===== src/rtl/adts_pkg.sv =====
// shared types, codes and constants for the adts frame deframer
package adts_pkg;

  localparam int unsigned ByteW    = 8;
  localparam int unsigned CountW   = 13;
  localparam int unsigned HdrW     = 56;
  localparam int unsigned HdrLenW  = 4;
  localparam int unsigned TdataInW  = 8;
  localparam int unsigned TdataOutW = 40;
  localparam int unsigned TuserOutW = 5;

  localparam logic [HdrLenW-1:0] FixedLen = 4'd7;
  localparam logic [HdrLenW-1:0] CrcLen   = 4'd9;
  localparam logic [7:0] SyncByte   = 8'hFF;
  localparam logic [3:0] SyncNibble = 4'hF;

  typedef enum logic [2:0] {
    PH_HEADER  = 3'b001,
    PH_CRC     = 3'b010,
    PH_PAYLOAD = 3'b100
  } phase_t;

  typedef enum logic [1:0] {
    KIND_HEADER  = 2'd0,
    KIND_CRC     = 2'd1,
    KIND_PAYLOAD = 2'd2,
    KIND_DISCARD = 2'd3
  } kind_t;

  typedef struct packed {
    phase_t              phase;
    logic [CountW-1:0]   byte_count;
    logic [HdrW-1:0]     header_bytes;
    logic [CountW-1:0]   length_held;
    logic [HdrLenW-1:0]  header_len;
  } state_t;

  typedef struct packed {
    logic [ByteW-1:0]  out_byte;
    kind_t             byte_kind;
    logic              frame_start;
    logic              frame_end;
    logic              sync_error;
    logic              header_done;
    logic [1:0]        profile;
    logic [3:0]        sampling_index;
    logic [2:0]        channel_config;
    logic [CountW-1:0] frame_length;
    logic              prot_absent;
    logic [1:0]        raw_blocks;
  } result_t;

endpackage


===== src/rtl/adts_step.sv =====
// next-state and result logic for one stream byte
module adts_step (
  input  adts_pkg::state_t         state,
  input  logic [adts_pkg::ByteW-1:0] data_byte,
  output adts_pkg::state_t         state_next,
  output adts_pkg::result_t        result
);

  logic [adts_pkg::CountW-1:0]  cnt_inc;
  logic [adts_pkg::HdrW-1:0]    hdr_new;
  logic [7:0]                   b0, b1, b2, b3, b4, b5, b6;
  logic [adts_pkg::CountW-1:0]  len;
  logic                         pa;
  logic [adts_pkg::HdrLenW-1:0] hl;
  logic                         sync_ok;
  logic                         len_short;

  assign cnt_inc = state.byte_count + adts_pkg::CountW'(1);

  // restart the header shift at the first byte of a frame attempt
  assign hdr_new = (state.byte_count == '0)
                 ? {{(adts_pkg::HdrW-adts_pkg::ByteW){1'b0}}, data_byte}
                 : {state.header_bytes[adts_pkg::HdrW-adts_pkg::ByteW-1:0], data_byte};

  assign b0 = hdr_new[55:48];
  assign b1 = hdr_new[47:40];
  assign b2 = hdr_new[39:32];
  assign b3 = hdr_new[31:24];
  assign b4 = hdr_new[23:16];
  assign b5 = hdr_new[15:8];
  assign b6 = hdr_new[7:0];

  assign len       = {b3[1:0], b4, b5[7:5]};
  assign pa        = b1[0];
  assign hl        = pa ? adts_pkg::FixedLen : adts_pkg::CrcLen;
  assign sync_ok   = (b0 == adts_pkg::SyncByte) && (b1[7:4] == adts_pkg::SyncNibble);
  assign len_short = len < adts_pkg::CountW'(hl);

  always_comb begin
    state_next = state;
    result     = '0;
    result.out_byte  = data_byte;
    result.byte_kind = adts_pkg::KIND_HEADER;

    case (state.phase)
      adts_pkg::PH_CRC: begin
        result.byte_kind      = adts_pkg::KIND_CRC;
        state_next.byte_count = cnt_inc;
        if (cnt_inc >= adts_pkg::CountW'(state.header_len)) begin
          if (state.length_held <= adts_pkg::CountW'(state.header_len)) begin
            result.frame_end      = 1'b1;
            state_next.phase      = adts_pkg::PH_HEADER;
            state_next.byte_count = '0;
          end else begin
            state_next.phase = adts_pkg::PH_PAYLOAD;
          end
        end
      end
      adts_pkg::PH_PAYLOAD: begin
        result.byte_kind      = adts_pkg::KIND_PAYLOAD;
        state_next.byte_count = cnt_inc;
        if (cnt_inc >= state.length_held) begin
          result.frame_end      = 1'b1;
          state_next.phase      = adts_pkg::PH_HEADER;
          state_next.byte_count = '0;
        end
      end
      default: begin
        // header phase, and any stray code behaves the same
        result.frame_start      = (state.byte_count == '0);
        state_next.header_bytes = hdr_new;
        state_next.byte_count   = cnt_inc;
        state_next.phase        = adts_pkg::PH_HEADER;
        if (cnt_inc >= adts_pkg::CountW'(adts_pkg::FixedLen)) begin
          if (!sync_ok || len_short) begin
            result.byte_kind      = adts_pkg::KIND_DISCARD;
            result.sync_error     = 1'b1;
            state_next.byte_count = '0;
          end else begin
            result.header_done    = 1'b1;
            result.profile        = b2[7:6];
            result.sampling_index = b2[5:2];
            result.channel_config = {b2[0], b3[7:6]};
            result.frame_length   = len;
            result.prot_absent    = pa;
            result.raw_blocks     = b6[1:0];
            state_next.length_held = len;
            state_next.header_len  = hl;
            if (!pa) begin
              state_next.phase = adts_pkg::PH_CRC;
            end else if (len == adts_pkg::CountW'(adts_pkg::FixedLen)) begin
              result.frame_end      = 1'b1;
              state_next.byte_count = '0;
            end else begin
              state_next.phase = adts_pkg::PH_PAYLOAD;
            end
          end
        end
      end
    endcase
  end

endmodule


===== src/rtl/adts_frame_deframer.sv =====
// adts deframer top level: parse state, result register and stream ports
// One byte enters per beat and one registered result beat leaves per byte, so
// the block sustains one byte per clock; the only limit is the output register, which
// takes a new byte whenever it is empty or its beat is being taken in the same cycle.
// Each byte is classified as header, crc, payload or discarded; header fields appear on
// the seventh header byte only (header_done), and zero on every other beat. A bad sync
// word or a frame length shorter than the header discards that seventh byte with
// sync_error and hunting resumes at the next byte. tlast marks the last byte of a frame.
module adts_frame_deframer (
  input  logic                                clk,
  input  logic                                rst,
  input  logic                                s_axis_tvalid,
  output logic                                s_axis_tready,
  input  logic [adts_pkg::TdataInW-1:0]       s_axis_tdata,  // [7:0] data_byte
  output logic                                m_axis_tvalid,
  input  logic                                m_axis_tready,
  // [7:0] out_byte, [9:8] profile, [13:10] sampling_index, [16:14] channel_config,
  // [29:17] frame_length, [30] prot_absent, [32:31] raw_blocks, [39:33] zero
  output logic [adts_pkg::TdataOutW-1:0]      m_axis_tdata,
  // [1:0] byte_kind, [2] frame_start, [3] sync_error, [4] header_done
  output logic [adts_pkg::TuserOutW-1:0]      m_axis_tuser,
  output logic                                m_axis_tlast
);

  adts_pkg::state_t  state;
  adts_pkg::state_t  state_next;
  adts_pkg::result_t result_next;
  adts_pkg::result_t result;
  logic              take;

  assign s_axis_tready = !m_axis_tvalid || m_axis_tready;
  assign take          = s_axis_tvalid && s_axis_tready;

  adts_step u_step (
    .state      (state),
    .data_byte  (s_axis_tdata[adts_pkg::ByteW-1:0]),
    .state_next (state_next),
    .result     (result_next)
  );

  always_ff @(posedge clk) begin
    if (rst) begin
      state.phase        <= adts_pkg::PH_HEADER;
      state.byte_count   <= '0;
      state.header_bytes <= '0;
      state.length_held  <= '0;
      state.header_len   <= adts_pkg::FixedLen;
    end else if (take) begin
      state <= state_next;
    end
  end

  always_ff @(posedge clk) begin
    if (rst) begin
      m_axis_tvalid <= 1'b0;
    end else if (take) begin
      m_axis_tvalid <= 1'b1;
    end else if (m_axis_tready) begin
      m_axis_tvalid <= 1'b0;
    end
  end

  always_ff @(posedge clk) begin
    if (take) begin
      result <= result_next;
    end
  end

  assign m_axis_tdata = {7'd0, result.raw_blocks, result.prot_absent,
                         result.frame_length, result.channel_config,
                         result.sampling_index, result.profile, result.out_byte};
  assign m_axis_tuser = {result.header_done, result.sync_error, result.frame_start,
                         result.byte_kind};
  assign m_axis_tlast = result.frame_end;

endmodule


===== config.mk =====
export PLATFORM = sky130hd
export DESIGN_NAME = adts_frame_deframer
export DESIGN_NICKNAME = d
export VERILOG_FILES = /design/src/rtl/adts_pkg.sv /design/src/rtl/adts_step.sv /design/src/rtl/adts_frame_deframer.sv
export SDC_FILE = /design/constraint.sdc
export NUM_CORES = 1
export LEC_CHECK = 0
export ABC_AREA = 1
export BUFFER_PORTS_ARGS = -buffer_cell sky130_fd_sc_hd__buf_2
export CAP_MARGIN = 25
export CORE_ASPECT_RATIO = 1.5
export CORE_UTILIZATION = 45
export CTS_CLUSTER_DIAMETER = 150
export CTS_CLUSTER_SIZE = 16
export DETAILED_ROUTE_END_ITERATION = 8
export PLACE_DENSITY = 0.59
export SLEW_MARGIN = 20
export SYNTH_ARGS = -nofsm -noshare
export SYNTH_HDL_FRONTEND = slang
export SYNTH_HIERARCHICAL = 1
export SYNTH_SLANG_ARGS = --single-unit

===== constraint.sdc =====
create_clock -name clk -period 8 [get_ports clk]
set_input_delay 1.6 -clock clk [delete_from_list [all_inputs] [get_ports clk]]
set_output_delay 1.6 -clock clk [all_outputs]
set_load 0.02 [all_outputs]

# Word-level counts from Yosys, hierarchy flattened
# Cells that the tools add are included.
op_classes:
  add_sub_neg: 1
  n_lt_le_gt_ge: 5
  n_eq_ne: 7
  n_mux: 29
  n_bitwise: 3
  reduce_logical: 14
op_table:
  columns: ["op", "n"]
  rows:
  - ["$mux W56", 1]
  - ["$mux W13", 4]
  - ["$mux W16", 3]
  - ["$pmux W16 S2", 1]
  - ["$mux W28", 1]
  - ["$mux W26", 1]
  - ["$add A13 B1 Y13 const B", 1]
  - ["$eq A13 B3 Y1 const B", 1]
  - ["$ge A13 B13 Y1", 1]
  - ["$ge A13 B3 Y1 const B", 1]
  - ["$ge A13 B4 Y1", 1]
  - ["$le A13 B4 Y1", 1]
  - ["$logic_not A13 Y1", 1]
  - ["$lt A13 B4 Y1", 1]
  - ["$mux W3", 4]
  - ["$mux W1", 9]
  - ["$eq A8 B8 Y1 const B", 1]
  - ["$eq A4 B4 Y1 const B", 1]
  - ["$mux W2", 2]
  - ["$mux W4", 1]
  - ["$ne A2 B1 Y1 const B", 2]
  - ["$pmux W2 S2", 1]
  - ["$reduce_and A4 Y1", 1]
  - ["$reduce_or A4 Y1", 1]
  - ["other kinds (12)", 17]
word_totals:
  ff_bits: 121
  in_bits: 12
  output_inout_bits: 48
  word_cells: 77

# Logic depth before layout (Yosys ltp)
# Gate-level depths: netlist of the first run.
depth:
  ltp_word: 9
  mapped_depth: 23
  ltp_nobuf: 23

# Cells and area by module
# Netlist of the first run, hierarchy kept.
modules_own_cells:
  columns: ["mod", "n_inst", "cells_each", "area_per_inst_um2", "seq_area_each_um2"]
  rows:
  - ["adts_frame_deframer", 1, 627, 5203.7, 2972.9]
  - ["adts_step", 1, 581, 3059.2, 0.0]

# Worst setup path before layout of the first run
# No wires, ideal clock.
synth_timing:
  path_type: "input port to output port"
  startpoint: "input m_axis_tready"
  endpoint: "output s_axis_tready"
  arrival_time_ns: 2.019
  required_time_ns: 6.400
  slack_ns: 4.381
  path_stages: 4
  path_buffers: 2
  path_cell_list: "inv_2 nand2_4 buf_6 buf_4"
synth_via:
  elab_chain_cells: 1
synth_rtl:
  columns: ["item", "line", "source"]
  rows:
  - ["start, declared", "adts_frame_deframer.sv:16", "input logic m_axis_tready,"]
  - ["$logic_or A1 B1 Y1", "adts_frame_deframer.sv:31", "assign s_axis_tready = !m_axis_tvalid || m_axis_tready;"]
  - ["end, declared", "adts_frame_deframer.sv:13", "output logic s_axis_tready,"]
# Every way passes these cells.

# Final worst setup path of the first run
# Same ends and word-level chain as after synthesis.

==> results of run 1 <==
## worst paths after layout
check                              startpoint       endpoint  slack [ns]  cells past startpoint
worst max-delay path            m_axis_tready  s_axis_tready        3.73                      4
worst min register to register       state[1]       state[1]        0.46                      2
worst min-delay path                 state[1]       state[1]        0.46                      2
worst max register to register      state[73]      state[15]        3.73                     18
## power by group through the flow
stage | combinational, mW | clock, mW | sequential, mW
6_report | 0.337 | 0.756 | 0.712
5_1_grt | 0.381 | 0.796 | 0.718
3_5_place_dp | 0.336 | 0 | 0.725
2_1_floorplan | 0.259 | 0 | 0.730
4_1_cts | 0.338 | 0.768 | 0.713
3_3_place_gp | 0.334 | 0 | 0.725
## through the flow
step	hold slack [ns]	instances
floorplan	0.429	1150
global placement	0.444	1337
detailed placement	0.452	1337
CTS	0.463	1369
global route	0.493	1369
finish	0.460	1369
## flip-flops by register name (all words and copies together), names as in the netlist
signal / count
state: 81
m_axis_tdata: 33
m_axis_tuser: 5
m_axis_tlast: 1
m_axis_tvalid: 1
## per-layer routing
metal / GRT usage [%] / wire, um / up-vias
li1: - / - / 3672
met1: 28.0 / 8530 / 3338
met2: 42.8 / 11000 / 124
met3: 3.73 / 645 / 38
met4: 9.82 / 555 / 0
met5: 0 / 0 / -
## area by class of cell
cell class | count | area share (%)
Clock buffer | 24 | 5.64
Clock inverter | 8 | 1.13
Inverter | 196 | 8.62
Multi-Input combinational cell | 752 | 45.0
Sequential cell | 121 | 32.9
Tap cell | 210 | 3.08
Timing Repair Buffer | 58 | 3.60
## placed cells by master, fill, tap and decap left out, types with 2 or more instances in the layout
master and n:
sky130_fd_sc_hd__nand2_1 200, sky130_fd_sc_hd__inv_1 185, sky130_fd_sc_hd__nor2_1 140, sky130_fd_sc_hd__nand3_1 140, sky130_fd_sc_hd__a21oi_1 90, sky130_fd_sc_hd__dfxtp_1 82
sky130_fd_sc_hd__buf_2 51, sky130_fd_sc_hd__edfxtp_1 39, sky130_fd_sc_hd__o21ai_0 31, sky130_fd_sc_hd__o22ai_1 27, sky130_fd_sc_hd__nand4_1 26, sky130_fd_sc_hd__ha_1 23
sky130_fd_sc_hd__clkbuf_16 17, sky130_fd_sc_hd__nor3_2 11, sky130_fd_sc_hd__o21bai_2 9, sky130_fd_sc_hd__inv_2 7, sky130_fd_sc_hd__conb_1 7, sky130_fd_sc_hd__buf_4 7
sky130_fd_sc_hd__nand2_2 6, sky130_fd_sc_hd__nor2_4 5, sky130_fd_sc_hd__nor3_1 5, sky130_fd_sc_hd__clkinv_1 4, sky130_fd_sc_hd__clkbuf_1 4, sky130_fd_sc_hd__clkinv_2 4
sky130_fd_sc_hd__nand2_4 3, sky130_fd_sc_hd__clkbuf_8 3, sky130_fd_sc_hd__nor2_2 3, sky130_fd_sc_hd__nor4_1 3, sky130_fd_sc_hd__bufinv_16 2, sky130_fd_sc_hd__o21ai_2 2
sky130_fd_sc_hd__o21bai_1 2, sky130_fd_sc_hd__a21o_1 2, sky130_fd_sc_hd__a21boi_0 2, sky130_fd_sc_hd__o211ai_1 2, sky130_fd_sc_hd__a21oi_2 2, sky130_fd_sc_hd__nand3_4 2
## worst max-delay path: stages
cell and delay (ns):
sky130_fd_sc_hd__buf_2 0.08, sky130_fd_sc_hd__inv_2 0.03, sky130_fd_sc_hd__nand2_4 0.65, sky130_fd_sc_hd__buf_2 0.30
==> flow_metrics.tcl, run 1 <==
set metrics [dict create \
    run_status "complete, no violations" \
    antenna-diode-count 0 \
    synth_area_mm2 0.00786 \
    unrepaired_setup_endpoints_after_global_routing "no" \
    setup-tns-final_ns 0 \
    maxCapViolations 0 \
    slew_viol_final 0 \
    die_width_um 110 \
    power_switching_share_pct 29.8 \
    power_per_cell_area_mw_per_mm2 211 \
    design.portCount 60 \
    fillCellCount 1741 \
    gpl.final_weighted_congestion 0.854 \
    synthesis.yosys.warnings 6 \
    post-route-period-util_pct 53.4 \
    endpoint_kind "output pin" \
    power.share.clock_pct 41.9 \
    worst-endpoint-arrival_ns 2.67 \
    route.antenna.remaining_nets 0 \
    ctsResizeCount 0 \
    max-vdd-ir-drop_v 0.000154 \
    postSynthAreaPerCell_um2 6.87 \
    cts-root-buf "sky130_fd_sc_hd__clkbuf_16" \
    layout_cells_sized_above_1_pct 12.0 \
    clock_latency_ns 0.42 \
    cts-root-to-sink-buffers 2 \
    routed_via_density 5.24 \
    row_count 58 \
    hold_violations_final 0 \
    min-delay-path-class "reg -> reg" \
    detailed_place.area_mm2 0.00796 \
    final_area_mm2 0.00854 \
    gr-usage-all-layers_pct 24.0 \
    grt.overflow.total 0 \
    placement.setup.worst_slack_ns 3.70 \
    power.sequential.fraction_pct 39.5 \
    post-route-drc-count 0 \
    regArea_mm2 0.00281 \
    multi_input_comb_area_mm2 0.00384 \
    detailroute.via_count 7172 \
    cts_tree "done" \
    cts_made_buffers 17 \
    hpwl_um 14000 \
    antenna_violations_before_repair 0 \
    cts_h_tree_lvls 4 \
    cellInternalPower_mw 1.27 \
    crit_fanout 89 \
    p_leak_nw 3.93 \
    pwr-share-comb_pct 18.6 \
    finalCriticalPeriod_ns 4.27 \
    grt_start_max_net_pins 90 \
    nNetsFinal 1181 \
    detail_route.wirelength_um 20700 \
    cts_hold_repair.buffers 0 \
    numPortBuffers 52 \
    setup_slack_ns 3.73 \
    totalPowerFinal_mw 1.81 \
    skew_ns 0.00731 \
    standard_cell_core_area_mm2 0.0169 \
    postCtsSetupRepairBufs 0 \
    slew-limit-headroom_pct 37.4 \
    post_drt_wl_per_cell_um 15.1 \
    fmaxAchievable_mhz 234 \
    die-area_mm2 0.0180 \
    firstDrtPassIters 5 \
    required_ns 6.40 \
    clk_transition_reported_paths_ns 0.05 \
    drtIter0Drc 503 \
    finalSetupViolations 0 \
    startpoint_type "primary input" \
    tightestPinTransition_ns 0.939 \
    post_synth_inst_count 1144 \
    cts.sinks 121 \
    layout-area-overhead-vs-synth_pct 8.63 \
    finish.utilization_pct 50.5 \
    die_h_um 164 \
    initial_core_util_pct 46.5 \
    total_switching_power_uw 537 \
    setup.worst_path.class "in -> out" \
    global_route_wire_length_before_repair_um 33000 \
    first_global_vias 6473 \
]
Note: power is estimated with default switching activity, not from simulation.
==> inputs of run 2 (changes only) <==
--- a/config.mk
+++ b/config.mk
@@ -13,7 +13,7 @@
 export CTS_CLUSTER_DIAMETER = 150
 export CTS_CLUSTER_SIZE = 16
 export DETAILED_ROUTE_END_ITERATION = 8
-export PLACE_DENSITY = 0.59
+export PLACE_DENSITY = 0.62
 export SLEW_MARGIN = 20
 export SYNTH_ARGS = -nofsm -noshare
 export SYNTH_HDL_FRONTEND = slang
==> constraint.sdc (replaced) <==
create_clock -name clk -period 3.6 [get_ports clk]
set_input_delay 0.72 -clock clk [delete_from_list [all_inputs] [get_ports clk]]
set_output_delay 0.72 -clock clk [all_outputs]
set_load 0.02 [all_outputs]
==> run 2 against run 1 <==
Net effect:
- non-clock buffer count rose by 6
- first-iteration DRC count rose by 0.60%
- hold slack got worse by 0.0037 ns
- sequential power rose by 120%
- critical endpoint is now state[85]
- largest power group unchanged
==> flow_metrics.tcl, run 2 (synthesis results as in run 1) <==
set metrics [dict create \
    grt.overflow.total 0 \
    most_common_cell_after_layout_fill_and_taps_aside "sky130_fd_sc_hd__nand2_1" \
    standard_cell_core_area_mm2 0.0169 \
    max-vdd-ir-drop_v 0.000399 \
    most-common-layout-cells "sky130_fd_sc_hd__nand2_1 (200), sky130_fd_sc_hd__inv_1 (185), sky130_fd_sc_hd__nor2_1 (140), sky130_fd_sc_hd__nand3_1 (140), sky130_fd_sc_hd__a21oi_1 (90)" \
    crit_fanout 8 \
    slew_viol_final 0 \
    die-area_mm2 0.0180 \
    finalCriticalPeriod_ns 3.28 \
    largest_register_ff_count 81 \
    power_per_cell_area_mw_per_mm2 472 \
    routed_via_density 5.25 \
    gr-usage-all-layers_pct 25.3 \
    cts_made_buffers 17 \
    postCtsSetupRepairBufs 0 \
    min-delay-path-class "reg -> reg" \
    required_ns 3.91 \
    detailed_place.area_mm2 0.00804 \
    cp.buffers_inverters 4 \
    die_width_um 110 \
    initial_core_util_pct 46.5 \
    antenna_violations_before_repair 0 \
    cts-root-buf "sky130_fd_sc_hd__clkbuf_16" \
    timing.critical_path.slowest_cell_delay_ns 0.48 \
    design.portCount 60 \
    run_status "complete, no violations" \
    critPathSlowestCell "sky130_fd_sc_hd__dfxtp_1" \
    post-route-drc-count 0 \
    hpwl_um 14800 \
    die_h_um 164 \
    cp_common_cell "sky130_fd_sc_hd__nand2_1" \
    endpoint_kind "flip-flop" \
    row_count 58 \
    antenna-diode-count 0 \
    setup.worst_path.class "reg -> reg" \
    skew_ns 0.0107 \
    drtIter0Drc 506 \
    worst-endpoint-arrival_ns 3.59 \
    firstDrtPassIters 5 \
    finalSetupViolations 0 \
    nNetsFinal 1187 \
    cts_tree "done" \
    final_area_mm2 0.00864 \
    grt_start_max_net_pins 161 \
    rr_startpoint "state[73]" \
    post-route-period-util_pct 91.1 \
    holdCritStartpoint "state[1]" \
    unrepaired_setup_endpoints_after_global_routing "no" \
    totalPowerFinal_mw 4.08 \
    global_route_wire_length_before_repair_um 34400 \
    tightestPinTransition_ns 0.792 \
    numPortBuffers 52 \
    hold_violations_final 0 \
    layout-area-overhead-vs-synth_pct 9.90 \
    clk_transition_reported_paths_ns 0.05 \
    route.antenna.remaining_nets 0 \
    detailroute.via_count 7220 \
    ctsResizeCount 0 \
    cts_h_tree_lvls 4 \
    cts_hold_repair.buffers 0 \
    p_leak_nw 3.98 \
    cts-root-to-sink-buffers 2 \
    slew-limit-headroom_pct 47.0 \
    gpl.final_weighted_congestion 0.903 \
    placement.setup.worst_slack_ns 0.363 \
    critical_path.startpoint "state[73]" \
    critPathTopFamily "simple AND/OR/NAND/NOR gates" \
    maxCapViolations 0 \
    finish.utilization_pct 51.1 \
    setup_slack_ns 0.321 \
    layout_cells_sized_above_1_pct 12.6 \
    setup-tns-final_ns 0 \
    startpoint_type "flip-flop" \
    cts.sinks 121 \
    post_drt_wl_per_cell_um 15.6 \
    detail_route.wirelength_um 21500 \
    first_global_vias 6725 \
    clock_latency_ns 0.42 \
    path_cells "ha_1 > inv_1 > nor2_4 > nand3_1 > nand2_1 > inv_1 > ha_1 > nand2_1 > inv_1 > nand2_1 > nor3_1 > nand2_1 > nand3_1 > nand2_1 > nand2_1 > nand2_1 > nand2_2 > nor2_1 > inv_1 > nand3_1 > nand2_1 > nor2_1" \
    top_register "state" \
    fmaxAchievable_mhz 305 \
]
-- run 2: changes by cell type in the layout (fill, tap and decap cells not counted) --
cell | before | now
sky130_fd_sc_hd__clkinvlp_4 | 1 | 2
sky130_fd_sc_hd__clkinv_4 | 1 | 3
sky130_fd_sc_hd__clkinv_2 | 4 | 2
sky130_fd_sc_hd__clkbuf_1 | 4 | 1
sky130_fd_sc_hd__inv_6 | 0 | 3
sky130_fd_sc_hd__buf_4 | 7 | 10
sky130_fd_sc_hd__clkbuf_8 | 3 | 0
sky130_fd_sc_hd__clkbuf_16 | 17 | 18
sky130_fd_sc_hd__clkinv_1 | 4 | 5
sky130_fd_sc_hd__buf_12 | 0 | 3
-- run 2: worst register-to-register path, delay by kind of cell (launching register included) --
family | cells | cell delay (ns)
adder cells (fa/ha/maj) | 2 | 0.53
buffers and inverters | 4 | 0.33
flip-flops | 1 | 0.48
AND/OR/NAND/NOR | 16 | 1.84
-- run 2: final cells by class --
| class | instances | area (um^2) |
|---|---|---|
| Sequential cell | 121 | 2810 |
| Clock buffer | 19 | 454 |
| Multi-Input combinational cell | 752 | 3840 |
| Fill cell | 1714 | 8270 |
| Timing Repair Buffer | 64 | 390 |
| Inverter | 196 | 736 |
| Tap cell | 210 | 263 |
| Clock inverter | 13 | 141 |
-- run 2: power by group --
part / switching [mW] / internal [mW]
registers: 0.0771 / 1.51
clock network: 0.659 / 1.06
logic: 0.518 / 0.252
-- run 2: routing by layer --
layer,vias to the layer above,wire (um),GRT usage [%]
li1,3685,-,-
met1,3303,8700,29.1
met2,177,11000,43.5
met3,55,920,4.88
met4,0,899,13.8
met5,-,0,0
-- run 2: path summary, 6_finish.rpt --
| kind | to | slack [ns] | cells after the start |
|---|---|---|---|
| worst min register to register | state[1] | 0.46 | 2 |
| worst max register to register | state[85] | 0.32 | 22 |
| worst min-delay path | state[1] | 0.46 | 2 |
| worst max-delay path | state[85] | 0.32 | 22 |
-- run 2: stage by stage --
stage          hold WS, ns  std cells
4_1_cts              0.457       1375
5_1_grt              0.471       1375
2_1_floorplan        0.429       1150
3_3_place_gp         0.438       1343
3_5_place_dp         0.444       1343
6_report             0.457       1375
